===== src/hdl/dfs_pkg.sv =====
// shared types, widths, constants and the arc-tangent table for the decimal sine block
package dfs_pkg;

  localparam int unsigned CORDIC_STAGES_DEF = 32;

  // port field widths
  localparam int unsigned WHOLE_W = 8;
  localparam int unsigned HUND_W  = 7;
  localparam int unsigned BYTE_W  = 8;

  // angle front end widths
  localparam int unsigned AIN_W   = 15;  // whole*100 +/- hundredths
  localparam int unsigned MAG_W   = 14;  // magnitude of that, at most 12927
  localparam int unsigned V_W     = 21;  // 96*mag + 50
  localparam int unsigned PROD2_W = 43;
  localparam int unsigned QS_W    = 14;
  localparam int unsigned Q_W     = 40;  // angle in Q32 before reduction
  localparam int unsigned MOD_STEPS = 5; // angle stays below 32 turns

  // cordic datapath
  localparam int unsigned ANG_W   = 36;

  // output scaling
  localparam int unsigned PROD_W  = 43;
  localparam int unsigned SCL_W   = 11;
  localparam int unsigned SAT_W   = 7;
  localparam int unsigned RES_W   = 16;

  localparam logic signed [AIN_W-1:0] HUND_PER_UNIT = 15'sd100;

  // 2^32 = 100 * RECIP_HI + RECIP_REM
  localparam logic [Q_W-1:0]     RECIP_HI   = 40'd42949672;
  localparam logic [V_W-1:0]     RECIP_REM  = 21'd96;
  localparam logic [V_W-1:0]     ROUND_HALF = 21'd50;
  // floor(v / 100) = (v * DIV_MUL) >> DIV_SHIFT for v below 2^21
  localparam logic [PROD2_W-1:0] DIV_MUL    = 43'd2684355;
  localparam int unsigned        DIV_SHIFT  = 28;

  localparam logic signed [ANG_W-1:0] Q_PI      = 36'sh3243F6A89;
  localparam logic signed [ANG_W-1:0] Q_HALF_PI = 36'sh1921FB544;
  localparam logic signed [ANG_W-1:0] Q_TWO_PI  = 36'sh6487ED511;
  localparam logic signed [ANG_W-1:0] Q_GAIN    = 36'sh09B74EDA8;
  localparam logic signed [ANG_W-1:0] Q_PI_4    = 36'sh0C90FDAA2;

  localparam logic [PROD_W-1:0] SCALE   = 43'd100;
  localparam logic [SCL_W-1:0]  SAT_MAX = 11'd100;

  typedef struct packed {
    logic                    valid;
    logic signed [ANG_W-1:0] angle;
  } dfs_ang_t;

  typedef struct packed {
    logic                    valid;
    logic signed [ANG_W-1:0] y;
  } dfs_rot_t;

  // 2^(-i*e) in Q60, zero once the exponent runs out
  function automatic logic [63:0] arc_pow(int unsigned i, int unsigned e);
    if (i * e > 60) begin
      return 64'd0;
    end
    return 64'd1 << (60 - i * e);
  endfunction

  // atan(2^-i) in Q32 from the alternating series in Q60
  function automatic logic signed [ANG_W-1:0] arc_step(int unsigned i);
    logic [63:0] acc;
    if (i == 0) begin
      return Q_PI_4;
    end
    acc = 64'd0;
    acc = acc + arc_pow(i, 1)  / 64'd1;
    acc = acc - arc_pow(i, 3)  / 64'd3;
    acc = acc + arc_pow(i, 5)  / 64'd5;
    acc = acc - arc_pow(i, 7)  / 64'd7;
    acc = acc + arc_pow(i, 9)  / 64'd9;
    acc = acc - arc_pow(i, 11) / 64'd11;
    acc = acc + arc_pow(i, 13) / 64'd13;
    acc = acc - arc_pow(i, 15) / 64'd15;
    acc = acc + arc_pow(i, 17) / 64'd17;
    acc = acc - arc_pow(i, 19) / 64'd19;
    acc = acc + arc_pow(i, 21) / 64'd21;
    acc = acc - arc_pow(i, 23) / 64'd23;
    acc = acc + arc_pow(i, 25) / 64'd25;
    acc = acc - arc_pow(i, 27) / 64'd27;
    acc = acc + arc_pow(i, 29) / 64'd29;
    acc = acc - arc_pow(i, 31) / 64'd31;
    acc = acc + arc_pow(i, 33) / 64'd33;
    acc = acc - arc_pow(i, 35) / 64'd35;
    acc = acc + arc_pow(i, 37) / 64'd37;
    acc = acc - arc_pow(i, 39) / 64'd39;
    acc = acc + arc_pow(i, 41) / 64'd41;
    acc = acc - arc_pow(i, 43) / 64'd43;
    acc = acc + arc_pow(i, 45) / 64'd45;
    acc = acc - arc_pow(i, 47) / 64'd47;
    acc = acc + arc_pow(i, 49) / 64'd49;
    acc = acc - arc_pow(i, 51) / 64'd51;
    acc = acc + arc_pow(i, 53) / 64'd53;
    acc = acc - arc_pow(i, 55) / 64'd55;
    acc = acc + arc_pow(i, 57) / 64'd57;
    acc = acc - arc_pow(i, 59) / 64'd59;
    return ANG_W'((acc + (64'd1 << 27)) >> 28);
  endfunction

endpackage


===== src/hdl/dfs_angle.sv =====
// angle front end: hundredths to Q32, reduction modulo two pi and fold into +/- pi/2
module dfs_angle (
  input  logic                               clk_i,
  input  logic                               rst_ni,
  input  logic                               en_i,
  input  logic                               in_valid_i,
  input  logic signed [dfs_pkg::WHOLE_W-1:0] whole_part_i,
  input  logic        [dfs_pkg::HUND_W-1:0]  hundredths_i,
  output dfs_pkg::dfs_ang_t                  ang_o
);

  localparam int unsigned NSTG  = 5 + dfs_pkg::MOD_STEPS;
  localparam int unsigned AIN_W = dfs_pkg::AIN_W;
  localparam int unsigned ANG_W = dfs_pkg::ANG_W;
  localparam int unsigned Q_W   = dfs_pkg::Q_W;
  localparam int unsigned MSTEP = dfs_pkg::MOD_STEPS;

  logic [NSTG-1:0] vld_q, vld_d;

  assign vld_d = {vld_q[NSTG-2:0], in_valid_i};

  always_ff @(posedge clk_i or negedge rst_ni) begin
    if (!rst_ni) begin
      vld_q <= '0;
    end else if (en_i) begin
      vld_q <= vld_d;
    end
  end

  // stage 1: signed angle in hundredths, its magnitude and the remainder term
  logic signed [AIN_W-1:0]          whole_ext, hund_ext, ain, ain_abs;
  logic [dfs_pkg::MAG_W-1:0]        s1_mag_d, s1_mag_q;
  logic [dfs_pkg::V_W-1:0]          s1_v_d, s1_v_q;
  logic                             s1_neg_q;

  always_comb begin
    whole_ext = AIN_W'(whole_part_i);
    hund_ext  = signed'(AIN_W'(hundredths_i));
    if (whole_part_i > 8'sd0) begin
      ain = whole_ext * dfs_pkg::HUND_PER_UNIT + hund_ext;
    end else begin
      ain = whole_ext * dfs_pkg::HUND_PER_UNIT - hund_ext;
    end
    ain_abs  = ain[AIN_W-1] ? -ain : ain;
    s1_mag_d = ain_abs[dfs_pkg::MAG_W-1:0];
    s1_v_d   = dfs_pkg::V_W'(s1_mag_d) * dfs_pkg::RECIP_REM + dfs_pkg::ROUND_HALF;
  end

  always_ff @(posedge clk_i) begin
    if (en_i) begin
      s1_mag_q <= s1_mag_d;
      s1_v_q   <= s1_v_d;
      s1_neg_q <= ain[AIN_W-1];
    end
  end

  // stage 2: mag * floor(2^32/100) and rounded share of the remainder
  logic [Q_W-1:0]                s2_p1_q;
  logic [dfs_pkg::PROD2_W-1:0]   prod2;
  logic [dfs_pkg::QS_W-1:0]      s2_qs_q;
  logic                          s2_neg_q;

  assign prod2 = dfs_pkg::PROD2_W'(s1_v_q) * dfs_pkg::DIV_MUL;

  always_ff @(posedge clk_i) begin
    if (en_i) begin
      s2_p1_q  <= Q_W'(s1_mag_q) * dfs_pkg::RECIP_HI;
      s2_qs_q  <= prod2[dfs_pkg::DIV_SHIFT +: dfs_pkg::QS_W];
      s2_neg_q <= s1_neg_q;
    end
  end

  // stage 3: full Q32 magnitude
  logic [Q_W-1:0] s3_q_q;
  logic           s3_neg_q;

  always_ff @(posedge clk_i) begin
    if (en_i) begin
      s3_q_q   <= s2_p1_q + Q_W'(s2_qs_q);
      s3_neg_q <= s2_neg_q;
    end
  end

  // reduction modulo two pi, one conditional subtract of a power-of-two multiple per stage
  logic [Q_W-1:0] mod_in  [MSTEP];
  logic [Q_W-1:0] mod_q   [MSTEP];
  logic           mneg_in [MSTEP];
  logic           mneg_q  [MSTEP];

  assign mod_in[0]  = s3_q_q;
  assign mneg_in[0] = s3_neg_q;

  for (genvar j = 0; j < MSTEP; j++) begin : g_mod
    localparam logic [Q_W-1:0] STEP = Q_W'(dfs_pkg::Q_TWO_PI) << (MSTEP - 1 - j);
    if (j > 0) begin : g_link
      assign mod_in[j]  = mod_q[j-1];
      assign mneg_in[j] = mneg_q[j-1];
    end
    always_ff @(posedge clk_i) begin
      if (en_i) begin
        mod_q[j]  <= (mod_in[j] >= STEP) ? mod_in[j] - STEP : mod_in[j];
        mneg_q[j] <= mneg_in[j];
      end
    end
  end

  // wrap into (-pi, pi] and restore the sign
  logic signed [ANG_W-1:0] m_red, m_wrap, s9_m_d, s9_m_q;

  always_comb begin
    m_red  = signed'(ANG_W'(mod_q[MSTEP-1]));
    m_wrap = (m_red > dfs_pkg::Q_PI) ? m_red - dfs_pkg::Q_TWO_PI : m_red;
    s9_m_d = mneg_q[MSTEP-1] ? -m_wrap : m_wrap;
  end

  always_ff @(posedge clk_i) begin
    if (en_i) begin
      s9_m_q <= s9_m_d;
    end
  end

  // fold into [-pi/2, pi/2]
  logic signed [ANG_W-1:0] s10_r_d, s10_r_q;

  always_comb begin
    priority if (s9_m_q > dfs_pkg::Q_HALF_PI) begin
      s10_r_d = dfs_pkg::Q_PI - s9_m_q;
    end else if (s9_m_q < -dfs_pkg::Q_HALF_PI) begin
      s10_r_d = -dfs_pkg::Q_PI - s9_m_q;
    end else begin
      s10_r_d = s9_m_q;
    end
  end

  always_ff @(posedge clk_i) begin
    if (en_i) begin
      s10_r_q <= s10_r_d;
    end
  end

  assign ang_o.valid = vld_q[NSTG-1];
  assign ang_o.angle = s10_r_q;

endmodule


===== config.mk =====
export PLATFORM = sky130hd
export DESIGN_NAME = dfs_angle
export DESIGN_NICKNAME = d
export VERILOG_FILES = /design/src/hdl/dfs_pkg.sv /design/src/hdl/dfs_angle.sv
export SDC_FILE = /design/constraint.sdc
export NUM_CORES = 1
export LEC_CHECK = 0
export ABC_AREA = 1
export BUFFER_PORTS_ARGS = -buffer_cell sky130_fd_sc_hd__buf_2
export CORE_ASPECT_RATIO = 1.2
export CORE_MARGIN = 8
export CORE_UTILIZATION = 45
export DETAILED_ROUTE_END_ITERATION = 6
export SETUP_SLACK_MARGIN = 0.3
export SLEW_MARGIN = 20
export SYNTH_ARGS = -nofsm -noshare
export SYNTH_HDL_FRONTEND = slang
export SYNTH_SLANG_ARGS = --single-unit

===== constraint.sdc =====
create_clock -name clk_i -period 6.67 [get_ports clk_i]
set_clock_uncertainty 0.2 [all_clocks]
set_input_delay 1.334 -clock clk_i [delete_from_list [all_inputs] [get_ports clk_i]]
set_output_delay 1.334 -clock clk_i [all_outputs]
set_load 0.005 [all_outputs]

### Word level (Yosys, flattened, before mapping)

Memories as Yosys holds them, arrays and structs flattened.
Cells that the tools add are included.

| storage, ports and cells | value |
|---|---|
| flip-flop bits (word level) | 211 |
| bits in writable memories | 205 |
| input port bits | 19 |
| output and inout port bits | 37 |
| logic and storage cells | 53 |
| memories kept | 2 |

| operators by class | value |
|---|---|
| $add $sub $neg | 14 |
| multipliers | 4 |
| magnitude comparators | 9 |
| mux-type cells | 13 |

Memories:

| name | words | width | read ports | clocked after memory_dff | write ports | RTL line | text |
|---|---|---|---|---|---|---|---|
| mod_q | 5 | 40 | 5 | 0 | 5 | dfs_angle.sv:86 | `logic [Q_W-1:0] mod_q [MSTEP];` |
| mneg_q | 5 | 1 | 5 | 0 | 5 | dfs_angle.sv:88 | `logic mneg_q [MSTEP];` |

Operators by type and width:

| cell | count |
|---|---|
| $mux W40 | 5 |
| $mux W36 | 4 |
| $sub A35 B36 Y36 const A | 2 |
| $mul A21 B22 Y42 const B | 1 |
| $add A40 B14 Y40 | 1 |
| $ge A40 B35 Y1 const B | 1 |
| $ge A40 B36 Y1 const B | 1 |
| $ge A40 B37 Y1 const B | 1 |
| $ge A40 B38 Y1 const B | 1 |
| $ge A40 B39 Y1 const B | 1 |
| $sub A40 B35 Y40 const B | 1 |
| $sub A40 B36 Y40 const B | 1 |
| $sub A40 B37 Y40 const B | 1 |
| $sub A40 B38 Y40 const B | 1 |
| $sub A40 B39 Y40 const B | 1 |
| $mul A14 B23 Y37 const B | 1 |
| $gt A36 B34 Y1 const B | 1 |
| $gt A36 B35 Y1 const B | 1 |
| $lt A36 B34 Y1 const B | 1 |
| $neg A36 Y36 | 1 |
| $sub A36 B36 Y36 const B | 1 |
| $add A21 B6 Y21 const B | 1 |
| $mul A14 B2 Y16 const B | 1 |
| $add A15 B8 Y15 | 1 |
| other kinds (7) | 8 |

### Depth between registers and ports, before layout

| depth | value |
|---|---|
| depth in word-level cells | 7 |
| depth in mapped cells | 41 |
| depth with buffers taken out | 41 |

### Worst setup path after synthesis

No wires, ideal clock.

| timing | value |
|---|---|
| path type | input -> register |
| from | input whole_part_i[1] in the netlist's numbering |
| to | register s1_v_q[20] in the netlist's numbering (data pin) |
| library setup time | 249 ps |
| arrival | 6598 ps |
| setup slack | -377 ps |
| stages on the path | 35 |
| path through | ha_1 > fa_1 > ha_1 > ha_1 > fa_1 > nand3_1 > or2_2 > nand2_1 > nand3_1 > nor2_1 > nand2_1 > nand2_1 > nand2_1 > nand2_1 > inv_1 > nor2_1 > xor2_1 > inv_1 > ha_1 > inv_1 > fa_1 > inv_1 > nand3_1 > inv_1 > nand4_1 > nor2_1 > nand2_1 > nor2_1 > nand2_1 > nor2_1 > nand4_1 > nor2_1 > nand4_1 > nand2_1 > inv_1 |

| between the ends | value |
|---|---|
| elaborated cells on any way between the ends | 9 |
| those cells by class | 4 x add/sub; 2 x mul; 1 x order compare; 2 x mux |

RTL lines:

| item | RTL line | text |
|---|---|---|
| from (decl) | dfs_angle.sv:7 | `input logic signed [dfs_pkg::WHOLE_W-1:0] whole_part_i,` |
| $mul A8 B6 Y13 | dfs_angle.sv:40, dfs_angle.sv:42 |  |
| $sub A15 B8 Y15 or $add A15 B8 Y15 (tied branches) | dfs_angle.sv:42, dfs_angle.sv:40 |  |
| $mux W15 (*) | dfs_angle.sv:39 | `if (whole_part_i > 8'sd0) begin` |
| named net ain[14] | dfs_angle.sv:31 | `logic signed [AIN_W-1:0] whole_ext, hund_ext, ain, ain_abs;` |
| $mux W14 (*) | dfs_angle.sv:44 | `ain_abs = ain[AIN_W-1] ? -ain : ain;` |
| named net ain_abs[1] | dfs_angle.sv:31 |  |
| $mul A14 B2 Y16 (*) | dfs_angle.sv:46 | `s1_v_d = dfs_pkg::V_W'(s1_mag_d) * dfs_pkg::RECIP_REM + dfs_pkg::ROUND_HALF;` |
| $add A21 B6 Y21 (*) | dfs_angle.sv:46 |  |
| named net s1_v_d, one bit | dfs_angle.sv:33 | `logic [dfs_pkg::V_W-1:0] s1_v_d, s1_v_q;` |
| to (signal assigned) | dfs_angle.sv:52 | `s1_v_q <= s1_v_d;` |
| to (decl) | dfs_angle.sv:33 |  |

The timed path passes the listed nets; every way through them passes the cells marked *.
A chain may end at the register's enable or synchronous reset.

### Worst setup path after layout

| timing | value |
|---|---|
| from | input whole_part_i[2] in the netlist's numbering |
| to | register s1_v_q[19] in the netlist's numbering (data pin) |

| between the ends | value |
|---|---|
| elaborated cells on any way between the ends | 9 |
| those cells by class | 4 x add/sub; 2 x mul; 1 x order compare; 2 x mux |

RTL lines:

| item | RTL line |
|---|---|
| $mul A8 B6 Y13 | dfs_angle.sv:40, dfs_angle.sv:42 |
| $sub A15 B8 Y15 or $add A15 B8 Y15 (tied branches) | dfs_angle.sv:42, dfs_angle.sv:40 |
| $mux W15 (*) | dfs_angle.sv:39 |
| named net ain[14] | dfs_angle.sv:31 |
| $mux W14 (*) | dfs_angle.sv:44 |
| $mul A14 B2 Y16 (*) | dfs_angle.sv:46 |
| $add A21 B6 Y21 (*) | dfs_angle.sv:46 |
| named net s1_v_d, one bit | dfs_angle.sv:33 |

Marked as above.

==> run summary <==
The run finished with clean final reports. The tools report the worst slew margin relative to its limit as 0.326. Using the TritonRoute via totals, the vias-per-cell ratio works out to 5.07.

The tools report the setup violation total in the final timing report as 0. Together, buffers and inverters on the worst path number 8. Row generation in the floorplan step produced 119 rows.

CTS saw 407 sinks. The cell seen most often among critical-path stages is sky130_fd_sc_hd__inv_1. STA classifies the critical path startpoint as an input pin. The total track usage came out at 0.198. The cell type contributing the most total cell area after synthesis was sky130_fd_sc_hd__edfxtp_1. The final clock period utilization by the worst path was 0.933; the global-route congestion overflow total was 0. The full die area is 98300 um^2. The first global-routing pass estimated 159000 um of wire. When the netlist entered floorplanning its net count stood at 5507.

For the worst setup path, the data arrival time is 6370 ps. The clock root buffer master was sky130_fd_sc_hd__clkbuf_16. The clock tree synthesis step divided the H-tree into 2 levels. The synthesized design contains 397 enable-type register cells. Worst hold-check path type: reg -> reg. The tools report the layout filler cell count as 8408. Gate family responsible for the most delay along the worst path: adder cells. The run gives 31100 as the via count of the first global-routing pass. After detailed routing, the met3 layer carries 3730 um of wire. On the critical path, the stage with the largest delay is an instance of sky130_fd_sc_hd__fa_2.

After routing the design area is 44400 um^2. By area the synthesized netlist is led by sky130_fd_sc_hd__edfxtp_1, sky130_fd_sc_hd__ha_1, sky130_fd_sc_hd__fa_1, sky130_fd_sc_hd__nand2_1, sky130_fd_sc_hd__inv_1. Length of the first detailed-routing pass in iterations: 6. The area occupied by multi-input gates was 24500 um^2; the number of nets in the layout was 5695. For this design, the CTS-stage hold fixing added 0 buffers. Count of final max-slew check failures: 0. The run gives 0 as the initial antenna violation count.

The highest attainable clock frequency is 161 MHz. Entering global routing, the biggest net connects 117 pins. The register area share after synthesis came out at 0.306. TritonCTS built the clock tree. For the pin with the worst max-slew slack, the measured transition is 1010 ps. Summing every instance area after synthesis gives 39800 um^2.

The DRC violation total after the first TritonRoute iteration is 1940, and the post-place instance area is 42300 um^2. The highest layer touched by signal routing is met4. The worst setup timing slack at the placement stage came out at -396 ps. The average wire length per cell after detail routing works out to 15.7 um. The worst path needs 6220 ps of the cycle, external delays included.

Routability-driven placement finished with a final weighted congestion of 0.931. The logs give 97800 um for the final routed wirelength across all metal layers and 6244 for the number of standard cells in the final layout excluding fillers. The number of warnings issued by yosys came out at 0. The tools report the half-perimeter wire length after detailed placement as 80800 um. Averaged over all synthesized cells, the footprint is 8.18 um^2. Across all setup checks in the final design, the least slack found is 447 ps. Async set-reset flop share out of synthesis: 0.0246. After detailed routing, the number of remaining DRC violations is 0. Classification of the worst setup path: in -> reg. At the later pin of the worst-skew pair, clock insertion delay measures 620 ps.

Among all flip-flop cells after synthesis, the most frequent one is sky130_fd_sc_hd__edfxtp_1. In this run the count of I/O pins placed on the die edge is 56. In this design, the stage delay of the slowest critical-path cell is 580 ps.

The wire length on met1 was 43400 um. The floorplan step defined a core boundary enclosing 87700 um^2. After technology mapping, the gate count stands at 4869. Share of post-route cells with drive strength above 1: 0.0826. The initial standard-cell utilization of the core was 0.454; the clock input transition at the sequential cells of the worst setup and hold paths was 70 ps.

The vertical die dimension is 342 um, and the routed length on met2 is 48100 um. Buffers placed on the I/O ports in this run total 55. The tool flagged a number of max-cap violations equal to 0. The longest clock path from root to sink contains 3 buffers. Measured along the x axis, the die boundary spans 288 um.

From synthesis to final layout, the design area changed by 11.4%. The final design utilization is 0.506. In the final layout, flip-flops and latches occupy 12200 um^2.

After synthesis the netlist holds a flip-flop and latch count of 407. The worst setup path is captured at a register. Along the worst path, the maximum fanout reaches 6. Setup repair after global routing could not meet its margin everywhere. Synthesis instantiated 66 different standard cells from the library. The number of buffers created by CTS came out at 46.

For the worst setup path, the data required time is 6810 ps. For this block, the via count after detailed routing is 31700. The final hold violation count was 0. The portion of synthesized cell area occupied by the leading cell type is 0.299. The count of nets left with antenna violations once routing finished came out at 0. The tools report the number of placed cells counting well taps as 6131.
kinds of logic after synthesis:
group                    Yosys count  synth area share
buffers and inverters            913            0.0881
flip-flops                       407             0.306
AO/OA/AOI/OAI                    491            0.0700
multiplexers                       2          0.000565
adder cells (fa/ha/maj)          619             0.235
XOR/XNOR                         363            0.0798
AND/OR/NAND/NOR                 2074             0.221
final cells by class:
type / count / share of cell area
clock inverter: 32 / 0.00919
clock buffer: 53 / 0.0272
timing repair buffer: 207 / 0.0340
inverter: 846 / 0.0717
tap: 1149 / 0.0324
multi-input combinational: 3549 / 0.551
antenna: 1 / 0.0000564
sequential: 407 / 0.274
metrics by stage:
stage	hold slack [ps]	TNS, ps
CTS	209	0
global route	228	0
detailed placement	207	-1620
global placement	202	-1290
floorplan	200	-70.7
finish	211	0
Yosys cell counts, types with 10 or more instances:
cell type                  number
sky130_fd_sc_hd__nand2_2       26
sky130_fd_sc_hd__nand4_1       81
sky130_fd_sc_hd__a21oi_1      182
sky130_fd_sc_hd__inv_1        832
sky130_fd_sc_hd__clkbuf_1      40
sky130_fd_sc_hd__a31oi_1       22
sky130_fd_sc_hd__xnor2_1       93
sky130_fd_sc_hd__nor2_1       430
sky130_fd_sc_hd__dfrtp_1       10
sky130_fd_sc_hd__nor2_2        10
sky130_fd_sc_hd__buf_2         17
sky130_fd_sc_hd__ha_1         403
sky130_fd_sc_hd__o21ai_0      178
sky130_fd_sc_hd__xor2_1       270
sky130_fd_sc_hd__or2_2         20
sky130_fd_sc_hd__nand3_1      282
sky130_fd_sc_hd__fa_1         216
sky130_fd_sc_hd__o211ai_1      19
sky130_fd_sc_hd__o21bai_1      13
sky130_fd_sc_hd__nor3_1        86
sky130_fd_sc_hd__nand2_1     1091
sky130_fd_sc_hd__edfxtp_1     397
sky130_fd_sc_hd__nor4_1        22
registers in the layout, summed over array words and instances (netlist names), 10 cells and up:
register,cells
mod_q,196
s3_q_q,40
s2_p1_q,37
s10_r_q,36
s9_m_q,36
s1_v_q,16
s1_mag_q,14
s2_qs_q,14
vld_q,10
layout by cell type, fill, tap and decap left out, drive strengths merged, types with 3 or more instances in the layout:
master / n
bufinv: 7
or2: 20
edfxtp: 397
buf: 207
o31ai: 7
o22ai: 6
nand3: 286
a211oi: 6
o211ai: 19
nand4: 82
a221oi: 3
a21boi: 4
o311ai: 3
clkbuf: 53
o21ai: 189
nor2: 446
a21o: 9
xnor2: 93
xor2: 270
nor4: 22
a31oi: 22
o21a: 9
clkinvlp: 4
inv: 847
ha: 403
o41ai: 3
o21bai: 15
dfrtp: 10
a21oi: 183
fa: 216
nand2: 1119
nor3: 86
clkinv: 20
nand3b: 9
per-layer routing:
| metal | global-route usage | vias up |
|---|---|---|
| li1 | - | 16200 |
| met1 | 0.256 | 14700 |
| met2 | 0.348 | 610 |
| met3 | 0.0197 | 147 |
| met4 | 0.0557 | 0 |
| met5 | 0 | - |
final timing paths:
path	from	end	slack, ps	cells after the start
min in group asynchronous	rst_ni	vld_q[1]	370	1
worst min-delay path	mod_q[0][1]	mod_q[0][41]	210	0
worst max register to register	s1_v_q[19]	s2_qs_q[13]	550	19
worst min register to register	mod_q[0][1]	mod_q[0][41]	210	0
worst max-delay path	whole_part_i[2]	s1_v_q[19]	450	34
max in group asynchronous	rst_ni	vld_q[2]	5700	1
what timing repair did:
item / in CTS / in global routing
buffers inserted: 0 / 27
resized for setup: 2 / 48
endpoints found under the setup margin: 2 / 19
pin swaps: 2 / 31
Power is not shown: default switching activity piles up to over one toggle a cycle in this logic, so the estimate is an artifact.
